File: src/design/tdc_pkg.sv
// Shared types, constants and digit helpers for the time-of-day clock core.
// No dependencies; imported by every module of the block.
package tdc_pkg;

   localparam int unsigned ByteW      = 8;
   localparam int unsigned TickW      = 16;
   localparam int unsigned PosW       = 9;
   localparam int unsigned BurstLen   = 8;
   localparam int unsigned BurstIdxW  = $clog2(BurstLen);
   localparam int unsigned PayloadLen = 8;
   localparam int unsigned PayIdxW    = $clog2(PayloadLen);

   localparam logic [ByteW-1:0] HeadByte  = 8'h50;
   localparam logic [ByteW-1:0] TailByte  = 8'h43;
   localparam logic [ByteW-1:0] DigitBase = 8'h30;
   localparam logic [ByteW-1:0] ColonByte = 8'h3A;
   localparam logic [ByteW-1:0] SetLength = 8'd8;
   localparam logic [ByteW-1:0] SecPerMin = 8'd60;
   localparam logic [ByteW-1:0] MinPerHr  = 8'd60;
   localparam logic [ByteW-1:0] HrPerDay  = 8'd24;
   localparam logic [TickW-1:0] TicksPerSecondReset = 16'd100;

   typedef enum logic {
      KIND_TICK = 1'b0,
      KIND_BYTE = 1'b1
   } item_kind_type;

   typedef struct packed {
      logic                             valid;
      logic [BurstIdxW-1:0]             last_idx;
      logic [BurstLen-1:0][ByteW-1:0]   bytes;
   } burst_type;

   // exact for 0..255: q = (v * 205) >> 11
   function automatic logic [ByteW-1:0] div10(input logic [ByteW-1:0] v);
      logic [15:0] prod;
      prod = {8'd0, v} * 16'd205;
      return prod[15:11] == 5'd0 ? 8'd0 : {3'd0, prod[15:11]};
   endfunction

   function automatic logic [ByteW-1:0] tens_char(input logic [ByteW-1:0] v);
      return div10(v) + DigitBase;
   endfunction

   function automatic logic [ByteW-1:0] ones_char(input logic [ByteW-1:0] v);
      logic [ByteW-1:0] q;
      logic [ByteW-1:0] r;
      q = div10(v);
      r = v - ((q << 3) + (q << 1));
      return r + DigitBase;
   endfunction

   function automatic logic [ByteW-1:0] pair_value(input logic [ByteW-1:0] tens,
                                                   input logic [ByteW-1:0] ones);
      logic [ByteW-1:0] t;
      t = tens - DigitBase;
      return (t << 3) + (t << 1) + (ones - DigitBase);
   endfunction

endpackage

File: src/design/tdc_time_core.sv
// Clock state, tick divider, frame parser and time-set path of the core.
// Builds at most one output burst per item from the registered input beat; uses tdc_pkg.
module tdc_time_core import tdc_pkg::*; (
   input  logic             clock,
   input  logic             reset,
   input  logic             csr_wr_en,
   input  logic [TickW-1:0] csr_wr_data,
   input  logic             fire,
   input  item_kind_type    item_kind,
   input  logic [ByteW-1:0] item_byte,
   output burst_type        burst
);

   logic [TickW-1:0] tps_ff, tps_in;
   logic [TickW-1:0] tick_ff, tick_in;
   logic [ByteW-1:0] hours_ff, hours_in;
   logic [ByteW-1:0] minutes_ff, minutes_in;
   logic [ByteW-1:0] seconds_ff, seconds_in;
   logic [PosW-1:0]  pos_ff, pos_in;
   logic [ByteW-1:0] len_ff, len_in;
   logic [PayloadLen-1:0][ByteW-1:0] pay_ff, pay_in;

   logic [TickW-1:0] tick_next;
   logic             print;
   logic [ByteW-1:0] sec_inc, min_inc, hr_inc;
   logic [PosW-1:0]  pay_end;
   logic [PosW-1:0]  pay_idx;
   logic             good_frame;

   always_comb begin
      tps_in     = csr_wr_en ? csr_wr_data : tps_ff;
      tick_in    = tick_ff;
      hours_in   = hours_ff;
      minutes_in = minutes_ff;
      seconds_in = seconds_ff;
      pos_in     = pos_ff;
      len_in     = len_ff;
      pay_in     = pay_ff;
      good_frame = 1'b0;

      tick_next = tick_ff + 16'd1;
      print     = !(tick_next < tps_ff);
      sec_inc   = seconds_ff + 8'd1;
      min_inc   = minutes_ff + 8'd1;
      hr_inc    = hours_ff + 8'd1;
      pay_end   = {1'b0, len_ff} + 9'd1;
      pay_idx   = pos_ff - 9'd2;

      burst.valid    = 1'b0;
      burst.last_idx = '0;
      burst.bytes    = '0;

      if (item_kind == KIND_BYTE) begin
         burst.valid    = 1'b1;
         burst.bytes[0] = item_byte;
      end else if (print) begin
         burst.valid    = 1'b1;
         burst.last_idx = BurstIdxW'(BurstLen - 1);
         burst.bytes[0] = tens_char(hours_ff);
         burst.bytes[1] = ones_char(hours_ff);
         burst.bytes[2] = ColonByte;
         burst.bytes[3] = tens_char(minutes_ff);
         burst.bytes[4] = ones_char(minutes_ff);
         burst.bytes[5] = ColonByte;
         burst.bytes[6] = tens_char(seconds_ff);
         burst.bytes[7] = ones_char(seconds_ff);
      end

      if (fire) begin
         if (item_kind == KIND_BYTE) begin
            if (pos_ff == '0) begin
               if (item_byte == HeadByte) pos_in = 9'd1;
            end else if (pos_ff == 9'd1) begin
               len_in = item_byte - DigitBase;
               pos_in = 9'd2;
            end else if (pos_ff <= pay_end) begin
               if (pay_idx < 9'(PayloadLen)) pay_in[pay_idx[PayIdxW-1:0]] = item_byte;
               pos_in = pos_ff + 9'd1;
            end else begin
               pos_in     = '0;
               good_frame = item_byte == TailByte;
            end
            if (good_frame && len_ff == SetLength) begin
               hours_in   = pair_value(pay_ff[0], pay_ff[1]);
               minutes_in = pair_value(pay_ff[3], pay_ff[4]);
               seconds_in = pair_value(pay_ff[6], pay_ff[7]);
            end
         end else if (!print) begin
            tick_in = tick_next;
         end else begin
            tick_in    = '0;
            seconds_in = sec_inc;
            if (!(sec_inc < SecPerMin)) begin
               seconds_in = '0;
               minutes_in = min_inc;
               if (!(min_inc < MinPerHr)) begin
                  minutes_in = '0;
                  hours_in   = (hr_inc < HrPerDay) ? hr_inc : '0;
               end
            end
         end
      end
   end

   always_ff @(posedge clock) begin
      if (reset) begin
         tps_ff     <= TicksPerSecondReset;
         tick_ff    <= '0;
         hours_ff   <= '0;
         minutes_ff <= '0;
         seconds_ff <= '0;
         pos_ff     <= '0;
         len_ff     <= '0;
      end else begin
         tps_ff     <= tps_in;
         tick_ff    <= tick_in;
         hours_ff   <= hours_in;
         minutes_ff <= minutes_in;
         seconds_ff <= seconds_in;
         pos_ff     <= pos_in;
         len_ff     <= len_in;
      end
      pay_ff <= pay_in;
   end

endmodule

File: src/design/tdc_tx_serializer.sv
// Output register of the core: holds one burst of up to eight bytes and shifts it out.
// Uses burst_type from tdc_pkg.
module tdc_tx_serializer import tdc_pkg::*; (
   input  logic             clock,
   input  logic             reset,
   input  logic             load,
   input  burst_type        burst,
   output logic             can_load,
   output logic             rsp_valid,
   input  logic             rsp_ready,
   output logic [ByteW-1:0] rsp_tx_byte,
   output logic             rsp_last
);

   logic                           busy_ff, busy_in;
   logic [BurstIdxW-1:0]           left_ff, left_in;
   logic [BurstLen-1:0][ByteW-1:0] bytes_ff, bytes_in;
   logic                           pop;

   always_comb begin
      pop      = busy_ff && rsp_ready;
      can_load = !busy_ff || (pop && left_ff == '0);
      busy_in  = busy_ff;
      left_in  = left_ff;
      bytes_in = bytes_ff;
      if (pop) begin
         bytes_in = {{ByteW{1'b0}}, bytes_ff[BurstLen-1:1]};
         left_in  = left_ff - 1'b1;
         if (left_ff == '0) busy_in = 1'b0;
      end
      if (load && burst.valid) begin
         bytes_in = burst.bytes;
         left_in  = burst.last_idx;
         busy_in  = 1'b1;
      end
   end

   always_ff @(posedge clock) begin
      if (reset) begin
         busy_ff <= 1'b0;
         left_ff <= '0;
      end else begin
         busy_ff <= busy_in;
         left_ff <= left_in;
      end
      bytes_ff <= bytes_in;
   end

   assign rsp_valid   = busy_ff;
   assign rsp_tx_byte = bytes_ff[0];
   assign rsp_last    = left_ff == '0;

endmodule

File: src/design/serial_settable_time_of_day_clock_core.sv
// Top level of the serial settable time-of-day clock core.
// Instantiates tdc_time_core and tdc_tx_serializer; uses tdc_pkg.
//
// Usage:
//   req channel: one beat is a timer tick (req_type 0) or a received serial
//   byte (req_type 1, req_rx_byte). rsp channel: bytes to transmit, with
//   rsp_last high on the final byte of the run caused by one req beat.
//   csr_wr_en/csr_wr_data write ticks_per_second (reset value 100).
//   A received byte gives one echo beat; every ticks_per_second-th tick gives
//   the eight beats "hh:mm:ss" and then advances the time; other ticks give none.
// Path: an accepted req beat waits in the input register until the output register can
//   take its burst; the first rsp beat then comes from the output register.
// Throughput: one req beat per cycle while each yields at most one rsp beat and
//   rsp_ready stays high; a printing tick holds the output register until all eight
//   bytes of its burst are shifted out, and no new item is loaded before that.
// Stall: when rsp_ready is low the output burst holds, the input register fills
//   and req_ready drops until the burst drains.
// Reset: synchronous, active high; clears time, tick count, frame parser and
//   both registers' valid flags. Payload bytes are not cleared.
module serial_settable_time_of_day_clock_core import tdc_pkg::*; (
   input  logic             clock,
   input  logic             reset,
   input  logic             req_valid,
   output logic             req_ready,
   input  logic             req_type,
   input  logic [ByteW-1:0] req_rx_byte,
   output logic             rsp_valid,
   input  logic             rsp_ready,
   output logic [ByteW-1:0] rsp_tx_byte,
   output logic             rsp_last,
   input  logic             csr_wr_en,
   input  logic [TickW-1:0] csr_wr_data
);

   logic             in_valid_ff, in_valid_in;
   item_kind_type    in_kind_ff, in_kind_in;
   logic [ByteW-1:0] in_byte_ff, in_byte_in;
   logic             can_load;
   logic             fire;
   logic             accept;
   burst_type        burst;

   always_comb begin
      fire        = in_valid_ff && can_load;
      req_ready   = !in_valid_ff || can_load;
      accept      = req_valid && req_ready;
      in_valid_in = in_valid_ff;
      in_kind_in  = in_kind_ff;
      in_byte_in  = in_byte_ff;
      if (accept) begin
         in_valid_in = 1'b1;
         in_kind_in  = item_kind_type'(req_type);
         in_byte_in  = req_rx_byte;
      end else if (fire) begin
         in_valid_in = 1'b0;
      end
   end

   always_ff @(posedge clock) begin
      if (reset) begin
         in_valid_ff <= 1'b0;
      end else begin
         in_valid_ff <= in_valid_in;
      end
      in_kind_ff <= in_kind_in;
      in_byte_ff <= in_byte_in;
   end

   tdc_time_core u_time_core (
      .clock       (clock),
      .reset       (reset),
      .csr_wr_en   (csr_wr_en),
      .csr_wr_data (csr_wr_data),
      .fire        (fire),
      .item_kind   (in_kind_ff),
      .item_byte   (in_byte_ff),
      .burst       (burst)
   );

   tdc_tx_serializer u_tx_serializer (
      .clock       (clock),
      .reset       (reset),
      .load        (fire),
      .burst       (burst),
      .can_load    (can_load),
      .rsp_valid   (rsp_valid),
      .rsp_ready   (rsp_ready),
      .rsp_tx_byte (rsp_tx_byte),
      .rsp_last    (rsp_last)
   );

endmodule

File: config.mk
export PLATFORM = sky130hd
export DESIGN_NAME = serial_settable_time_of_day_clock_core
export DESIGN_NICKNAME = d
export VERILOG_FILES = /design/src/design/tdc_pkg.sv /design/src/design/tdc_time_core.sv /design/src/design/tdc_tx_serializer.sv /design/src/design/serial_settable_time_of_day_clock_core.sv
export SDC_FILE = /design/constraint.sdc
export NUM_CORES = 1
export LEC_CHECK = 0
export ABC_CLOCK_PERIOD_IN_PS = 10050
export BUFFER_PORTS_ARGS = -buffer_cell sky130_fd_sc_hd__buf_2
export CORE_ASPECT_RATIO = 1.2
export CORE_UTILIZATION = 60
export CTS_CLUSTER_SIZE = 12
export DETAILED_ROUTE_END_ITERATION = 10
export PLACE_DENSITY_LB_ADDON = 0.08
export SETUP_SLACK_MARGIN = 0.2
export SYNTH_ARGS = -nofsm -noshare
export SYNTH_HDL_FRONTEND = slang
export SYNTH_SLANG_ARGS = --single-unit
File: constraint.sdc
create_clock -name clock -period 10.05 [get_ports clock]
set_input_delay 0.5025 -clock clock [delete_from_list [all_inputs] [get_ports clock]]
set_output_delay 0.5025 -clock clock [all_outputs]
set_load 0.01 [all_outputs]
# Word level (Yosys, flattened, before mapping)
# Index checks and enable logic that the tools add are counted.
[totals]
output_inout_bits = 11
ff_bits = 215
[classes]
bitwise = 3
mux = 44
addsub = 33
n_reduce_logical = 27
eq_ne = 9
magnitude_cmp = 8
n_mul = 3
[op_table]
columns = ["op", "n"]
rows = [
  ["$mux W8", 17],
  ["$mux W64", 2],
  ["$add A8 B8 Y8", 9],
  ["$mux W68", 1],
  ["$bwmux W64", 1],
  ["$mux W59", 1],
  ["$add A8 B6 Y8 const B", 6],
  ["$mul A8 B8 Y16 const B", 3],
  ["$mux W9", 4],
  ["$sub A8 B6 Y8 const B", 4],
  ["$add A8 B1 Y8 const B", 3],
  ["$demux W8 S3", 1],
  ["$sub A8 B8 Y8", 3],
  ["$sub A7 B6 Y7 const B", 3],
  ["$add A16 B1 Y16 const B", 1],
  ["$eq A8 B7 Y1 const B", 2],
  ["$lt A16 B16 Y1", 1],
  ["$lt A8 B6 Y1 const B", 2],
  ["$mux W16", 1],
  ["$logic_not A5 Y1", 3],
  ["$mux W5", 3],
  ["$mux W1", 11],
  ["$add A8 B1 Y9 const B", 1],
  ["$add A9 B1 Y9 const B", 1],
  ["24 further kinds", 43],
]

# Logic depth before layout (Yosys ltp)
# Gate-level depths: netlist (run 1).
[depth]
word_depth = 11
depth_mapped = 26
depth_no_buf = 26

# Modules after synthesis
# Synthesis (run 1) repeated with hierarchy kept, for this count alone.
[hier_totals]
cells_unflattened = 1472
area_unflattened_um2 = 15432.3
[modules_own_cells]
columns = ["module", "seq_area_each_um2", "cells_per_inst", "n_inst", "area_each_um2"]
rows = [
  ["tdc_time_core", 2812.7, 1288, 1, 12126.6],
  ["tdc_tx_serializer", 2001.9, 169, 1, 2972.9],
  ["serial_settable_time_of_day_clock_core", 290.3, 15, 1, 332.8],
]

# Least setup slack after synthesis (run 1)
# No wires, ideal clock.
[synth_timing]
kind = "register to register"
from = "register u_time_core.hours_ff[0]"
to = "register u_tx_serializer.bytes_ff[15] in the netlist's numbering (data pin)"
t_arrival_ns = 5.875
slack_ns = 3.912
t_required_ns = 9.787
setup_time_ns = 0.263
stages_incl_launch_ff = 26
synth_period_minus_slack_ns = 6.138
path_cell_list = "dfxtp_1 > ha_1 > xor2_1 > ha_1 > fa_1 > inv_1 > fa_1 > inv_1 > ha_1 > a2111oi_0 > o21ai_1 > a221oi_2 > o21bai_1 > a21oi_1 > xnor2_1 > fa_1 > inv_1 > ha_1 > ha_1 > a21o_1 > a21oi_1 > o21bai_1 > a21oi_1 > xnor2_1 > xnor2_1 > o21ai_1"
[synth_rtl]
columns = ["element", "line", "source"]
rows = [
  ["from (decl)", "tdc_time_core.sv:16", "logic [ByteW-1:0] hours_ff, hours_in;"],
  ["from (signal assigned)", "tdc_time_core.sv:117", "hours_ff <= hours_in;"],
  ["to (signal assigned)", "tdc_tx_serializer.sv:46", "bytes_ff <= bytes_in;"],
  ["to (decl)", "tdc_tx_serializer.sv:17", "logic [BurstLen-1:0][ByteW-1:0] bytes_ff, bytes_in;"],
]

==> results of run 1 <==
path summary, 6_finish.rpt:
check,to,cells after the start
max reg2reg,u_tx_serializer.bytes_ff[15]$_DFFE_PP_,25
min reg2reg,u_time_core.tps_ff[6]$_SDFFE_PP1P_,2
max,u_tx_serializer.bytes_ff[15]$_DFFE_PP_,25
min,in_byte_ff[3]$_DFFE_PP_,1
kinds of logic (layout without fill, tap and decap cells):
family | count (synthesis) | after routing
AO/OA/AOI/OAI | 242 | 242
XOR/XNOR | 119 | 119
adder cells (fa/ha/maj) | 293 | 293
buffers and inverters | 239 | 270
flip-flops | 196 | 196
multiplexers | 27 | 27
AND/OR/NAND/NOR | 334 | 334
flip-flops by register name (all words and copies together) (netlist names), 9 cells and up:
register / count
u_time_core.tick_ff: 16
u_time_core.pos_ff: 9
u_tx_serializer.bytes_ff: 56
u_time_core.pay_ff: 45
u_time_core.tps_ff: 16
Yosys cell counts (5+ instances only):
| cell | number |
|---|---|
| a221oi_1 | 8 |
| nor2_1 | 102 |
| o22ai_1 | 5 |
| ha_1 | 237 |
| nand3_1 | 45 |
| nand3b_1 | 5 |
| a211oi_1 | 6 |
| xor2_1 | 46 |
| a21o_1 | 26 |
| a31oi_1 | 8 |
| and2_1 | 15 |
| and3_1 | 17 |
| o211ai_1 | 8 |
| dfxtp_1 | 78 |
| buf_4 | 8 |
| inv_1 | 190 |
| xnor2_1 | 71 |
| edfxtp_1 | 118 |
| o21ai_0 | 41 |
| a22o_1 | 16 |
| nor3_1 | 17 |
| fa_1 | 56 |
| a21oi_1 | 73 |
| nand2_1 | 84 |
| clkbuf_1 | 26 |
| nand2b_1 | 7 |
| buf_2 | 11 |
| nand4_1 | 15 |
| mux2i_1 | 23 |
metrics by stage:
| stage | area, um^2 | instances | hold WS, ns | power [mW] | setup WS [ns] |
|---|---|---|---|---|---|
| detailed placement | 15160 | 1769 | 0.4868 | 0.9803 | 3.343 |
| CTS | 15730 | 1801 | 0.2267 | 1.648 | 3.335 |
| global placement | 15160 | 1769 | 0.4763 | 0.9789 | 3.544 |
| finish | 15730 | 1801 | 0.2393 | 1.634 | 3.334 |
| floorplan | 14720 | 1450 | 0.4550 | 0.9504 | 3.912 |
| global route | 15730 | 1801 | 0.2250 | 1.685 | 2.816 |
final cells by class:
| class | count | area (um^2) |
|---|---|---|
| Clock buffer | 20 | 436.7 |
| Inverter | 190 | 713.2 |
| Fill cell | 1895 | 8244 |
| Tap cell | 320 | 400.4 |
| Clock inverter | 12 | 131.4 |
| Sequential cell | 196 | 5105 |
| Timing Repair Buffer | 48 | 260.3 |
| Multi-Input combinational cell | 1015 | 8680 |
routing by layer:
layer	wire [um]	track usage	part of all wire
met1	12930	0.3048	0.43
met2	15700	0.4700	0.52
met3	990	0.03158	0.033
met4	683	0.08511	0.023
met5	0	0	0
power groups by stage:
stage	Combinational [mW]	Sequential [mW]	Clock, mW
floorplan	0.0530	0.897	0
detailed placement	0.0769	0.903	0
CTS	0.0769	0.885	0.686
finish	0.0763	0.885	0.673
global placement	0.0758	0.903	0
global route	0.0843	0.887	0.713
==> results.sh, run 1 <==
export IMPL_end_kind="flop"
export IMPL_gr_total_overflow=0
export IMPL_drtIter0Drc=717
export IMPL_skew_ns=0.008857
export IMPL_wl_per_cell_um=16.83
export IMPL_synth_compound_area_share=0.1099
export IMPL_h_tree_depth=4
export IMPL_grt_setup_unrepaired="false"
export IMPL_status="finished, final reports clean"
export IMPL_min_from="req_rx_byte[3]"
export IMPL_post_synth_top_area_cell="edfxtp_1"
export IMPL_netlist_area_leader_share=0.2408
export IMPL_cap_violations=0
export IMPL_combPwrFrac=0.047
export IMPL_grt_max_degree=70
export IMPL_seq_area_frac_synth=0.3469
export IMPL_via_per_inst=5.671
export IMPL_p_sw_mw=0.3679
export IMPL_clk_latency_ns=0.44
export IMPL_syn_to_final_growth_pct=6.870
export IMPL_final_cell_mix="237 x ha_1, 190 x inv_1, 118 x edfxtp_1"
export IMPL_syn_avg_cell_area_um2=10.15
export IMPL_final_common_cell="ha_1"
export IMPL_synth_xor_area_share=0.07227
export IMPL_synthesis_area_um2=14720
export IMPL_die_w_um=145.0
export IMPL_synth_edf_count=118
export IMPL_ant_nets=0
export IMPL_synth_area_top_cells="edfxtp_1 24%, ha_1 20%, dfxtp_1 11%"
export IMPL_crit_fanout=10
export IMPL_timing_critical_path_from="u_time_core.hours_ff[0]$_SDFFE_PP0P_"
export IMPL_finalSetupViolations=0
export IMPL_synth_main_ff_cell="edfxtp_1"
export IMPL_cts_setup_buffers=0
export IMPL_core_area_um2=23970
export IMPL_first_pass_iters=5
export IMPL_irDropWorstVdd_uv=98.08
export IMPL_clockRootBuffer="clkbuf_16"
export IMPL_crit_top_cell="ha_1"
export IMPL_dpl_hpwl_mm=22.89
export IMPL_clkTransAtPathRegs_ns=0.07
export IMPL_die_y_um=173.6
export IMPL_antenna_found_initial=0
export IMPL_grt_usage=0.2548
export IMPL_yosys_warnings=0
export IMPL_critPathSlowestCell="fa_1"
export IMPL_yosys_area_share_simple=0.1101
export IMPL_port_buffers=40
export IMPL_drt_wl_total_mm=30.31
export IMPL_drive_above_1_share=0.06617
export IMPL_tightest_slew_ns=1.059
export IMPL_cts_resized=0
export IMPL_setup_tns_ns=0
export IMPL_p_int_mw=1.266
export IMPL_ys_types=80
export IMPL_dieArea_um2=25160
export IMPL_pwr_density_cell_nw_per_um2=103.9
export IMPL_p_seq_frac=0.542
export IMPL_ys_ff_latch=196
export IMPL_async_reset_ff_frac=0
export IMPL_cts_sinks=196
export IMPL_fmax_mhz=148.9
export IMPL_grt_pass1_vias=10470
export IMPL_min_period_over_period=0.6683
export IMPL_p_sw_frac=0.2252
export IMPL_arrival_ns=6.90
export IMPL_rows=62
export IMPL_grt_pass1_wl_mm=51.06
export IMPL_r2r_start="u_time_core.hours_ff[0]$_SDFFE_PP0P_"
export IMPL_antenna_cells=0
export IMPL_required_ns=10.23
export IMPL_drv_slew=0
export IMPL_ioPinCount=41
export IMPL_synthAdderAreaFrac=0.2777
export IMPL_clockBufferDepth=2
export IMPL_syn_num_nets=1773
export IMPL_place_gp_congestion=0.9320
export IMPL_critPathMaxStageDelay_ns=0.53
export IMPL_reg2reg_slack_ns=3.33
export IMPL_final_hold_violation_count=0
export IMPL_cp_start_kind="flop"
export IMPL_cts_tree="built"
export IMPL_synth_top_family_by_area="adder cells"
export IMPL_hold_buffers=0
export IMPL_power_leakage_nw=7.473
export IMPL_max_slew_margin_rel=0.2905
export IMPL_layout_min_cycle_time_ns=6.716
export IMPL_pwr_share_clk=0.412
export IMPL_via_count=10210
export IMPL_final_util=0.6561
export IMPL_start_util=0.6139
export IMPL_drc=0
export IMPL_layout_nets=1791
export IMPL_crit_buf_inv=3
export IMPL_muxShareOfSynthArea=0.01871
export IMPL_critPathTopFamily="adder cells"
export IMPL_netlist_instances=1450
export IMPL_criticalPathCategory="flop to flop"
export IMPL_cts_inserted_buffers=17
export IMPL_min_path_type="primary input to flop"
No activity file was read; power rests on OpenSTA's default activity.
==> inputs of run 2 (changes only) <==
- ABC_CLOCK_PERIOD_IN_PS: 10050 -> 6900
- clock period: 10.05 -> 6.9 ns (I/O delays scaled with it)
==> run 2 against run 1 <==
Final area up 0.86%. Worst setup slack worse by 2.9 ns. Clock skew grew 0.00070 ns. Critical path depth grew 1. Power is 47% higher. Sequential share of layout area shrank 0.24 points. Via count grew 1.5%. Sequential cell count is the same. Core utilization is 0.56 points higher. Clock power increased by 48%. Critical endpoint unchanged.
==> results.sh, run 2 (same netlist as run 1, synthesis figures left out) <==
export IMPL_h_tree_depth=4
export IMPL_cts_inserted_buffers=17
export IMPL_dpl_hpwl_mm=23.29
export IMPL_irDropWorstVdd_uv=169.2
export IMPL_drc=0
export IMPL_layout_nets=1801
export IMPL_p_sw_frac=0.2285
export IMPL_crit_buf_inv=4
export IMPL_layout_min_cycle_time_ns=6.424
export IMPL_p_int_mw=1.847
export IMPL_regMostFlops="u_tx_serializer.bytes_ff"
export IMPL_tightest_slew_ns=1.059
export IMPL_die_w_um=145.0
export IMPL_combPwrFrac=0.046
export IMPL_min_path_type="primary input to flop"
export IMPL_status="finished, final reports clean"
export IMPL_p_sw_mw=0.5471
export IMPL_min_period_over_period=0.9310
export IMPL_cp_start_kind="flop"
export IMPL_grt_usage=0.2581
export IMPL_core_area_um2=23970
export IMPL_antenna_found_initial=0
export IMPL_r2r_end="u_tx_serializer.bytes_ff[15]$_DFFE_PP_"
export IMPL_cp_endpoint="u_tx_serializer.bytes_ff[15]$_DFFE_PP_"
export IMPL_start_util=0.6139
export IMPL_critPathSlowestCell="fa_1"
export IMPL_hold_buffers=0
export IMPL_finalSetupViolations=0
export IMPL_max_slew_margin_rel=0.2906
export IMPL_die_y_um=173.6
export IMPL_gr_total_overflow=0
export IMPL_pwr_density_cell_nw_per_um2=150.9
export IMPL_setup_tns_ns=0
export IMPL_first_pass_iters=5
export IMPL_reg2reg_slack_ns=0.48
export IMPL_via_per_inst=5.726
export IMPL_worst_path_stages=26
export IMPL_drtIter0Drc=537
export IMPL_antenna_cells=0
export IMPL_wl_per_cell_um=16.95
export IMPL_crit_top_cell="ha_1"
export IMPL_critPathTopFamily="adder cells"
export IMPL_via_count=10370
export IMPL_grt_max_degree=69
export IMPL_reg_top3="u_tx_serializer.bytes_ff (56), u_time_core.pay_ff (45)"
export IMPL_pwr_share_clk=0.415
export IMPL_critPathMaxStageDelay_ns=0.53
export IMPL_grt_pass1_vias=10620
export IMPL_end_kind="flop"
export IMPL_syn_to_final_growth_pct=7.789
export IMPL_cap_violations=0
export IMPL_clk_latency_ns=0.44
export IMPL_ant_nets=0
export IMPL_arrival_ns=6.60
export IMPL_power_leakage_nw=7.555
export IMPL_criticalPathCategory="flop to flop"
export IMPL_clkTransAtPathRegs_ns=0.07
export IMPL_port_buffers=40
export IMPL_rows=62
export IMPL_whs_ns=0.08120
export IMPL_p_seq_frac=0.539
export IMPL_drive_above_1_share=0.08317
export IMPL_rr_worst_depth=26
export IMPL_crit_fanout=5
export IMPL_drt_wl_total_mm=30.70
export IMPL_required_ns=7.08
export IMPL_final_cell_mix="236 x ha_1, 190 x inv_1, 118 x edfxtp_1"
export IMPL_clockRootBuffer="clkbuf_16"
export IMPL_place_gp_congestion=0.8874
export IMPL_grt_pass1_wl_mm=51.59
export IMPL_ioPinCount=41
export IMPL_largest_reg_flops=56
export IMPL_r2r_start="u_time_core.hours_ff[1]$_SDFFE_PP0P_"
export IMPL_clockBufferDepth=2
export IMPL_cts_sinks=196
export IMPL_timing_critical_path_from="u_time_core.hours_ff[1]$_SDFFE_PP0P_"
export IMPL_final_common_cell="ha_1"
export IMPL_final_hold_violation_count=0
export IMPL_grt_setup_unrepaired="true"
export IMPL_drv_slew=0
export IMPL_cts_tree="built"
export IMPL_fmax_mhz=155.7
export IMPL_dieArea_um2=25160
export IMPL_skew_ns=0.009560
## run 2: layout make-up
type	count	area (um^2)
tap	320	400.4
sequential	196	5111
timing repair buffer	58	335.3
clock inverter	15	153.9
inverter	190	713.2
fill	1912	8109
multi-input combinational	1015	8722
clock buffer	17	425.4
## run 2: timing repair
action	in CTS	in global routing
setup endpoints to repair	0	3
buffers inserted	0	1
resized for setup	0	14
## run 2: how the worst min path moves through the flow
stage / from / end / slack (ns) / depth (start not counted)
3_5_place_dp: u_time_core.tps_ff[10]$_SDFFE_PP0P_ / u_time_core.tps_ff[10]$_SDFFE_PP0P_ / 0.48 / 2
5_1_grt: req_rx_byte[2] / in_byte_ff[2]$_DFFE_PP_ / 0.06 / 1
2_1_floorplan: req_rx_byte[0] / in_byte_ff[0]$_DFFE_PP_ / 0.44 / 0
3_3_place_gp: u_time_core.tick_ff[1]$_SDFFE_PP0P_ / u_time_core.tick_ff[1]$_SDFFE_PP0P_ / 0.48 / 2
6_report: req_rx_byte[6] / in_byte_ff[6]$_DFFE_PP_ / 0.08 / 1
4_1_cts: req_rx_byte[0] / in_byte_ff[0]$_DFFE_PP_ / 0.06 / 1
## run 2: metrics by stage
stage,cell area [um^2],util,power (mW),worst slack (ns),instances
2_1_floorplan,14720,-,1.384,0.7619,1450
3_3_place_gp,15230,0.6352,1.426,0.4345,1778
3_5_place_dp,15230,0.6352,1.427,0.2415,1778
4_1_cts,15810,0.6594,2.420,0.2339,1810
5_1_grt,15860,0.6617,2.480,0.1575,1811
6_report,15860,0.6617,2.394,0.4763,1811
## run 2: power by group through the flow
stage | Clock [mW] | Combinational [mW] | Sequential [mW]
global placement | 0 | 0.110 | 1.32
CTS | 1.02 | 0.112 | 1.29
global route | 1.06 | 0.124 | 1.29
floorplan | 0 | 0.0772 | 1.31
detailed placement | 0 | 0.112 | 1.32
finish | 0.994 | 0.111 | 1.29
## run 2: worst reg2reg max path, cell delays in order, from the launching register on
cell and delay, ns:
dfxtp_2 0.35, ha_1 0.35, xor2_1 0.18, ha_1 0.30, fa_1 0.50, inv_1 0.05
fa_1 0.53, inv_1 0.04, ha_1 0.33, a2111oi_2 0.36, o21ai_1 0.15, a221oi_2 0.26
buf_4 0.17, o21bai_1 0.10, a21oi_2 0.22, xnor2_2 0.12, fa_1 0.52, inv_1 0.04
ha_1 0.32, ha_1 0.30, a21o_1 0.19, a21oi_2 0.18, o21bai_1 0.08, a21oi_1 0.15
xnor2_1 0.15, xnor2_1 0.14, o21ai_1 0.07
## run 2: metal layers
metal | wire [um] | GRT usage | part of all wire | vias to the layer above
met5 | 0 | 0 | 0 | -
met4 | 1115 | 0.1179 | 0.036 | 0
met3 | 1150 | 0.03921 | 0.037 | 73
met2 | 15680 | 0.4623 | 0.51 | 233
met1 | 12760 | 0.3033 | 0.42 | 4974
li1 | - | - | - | 5089
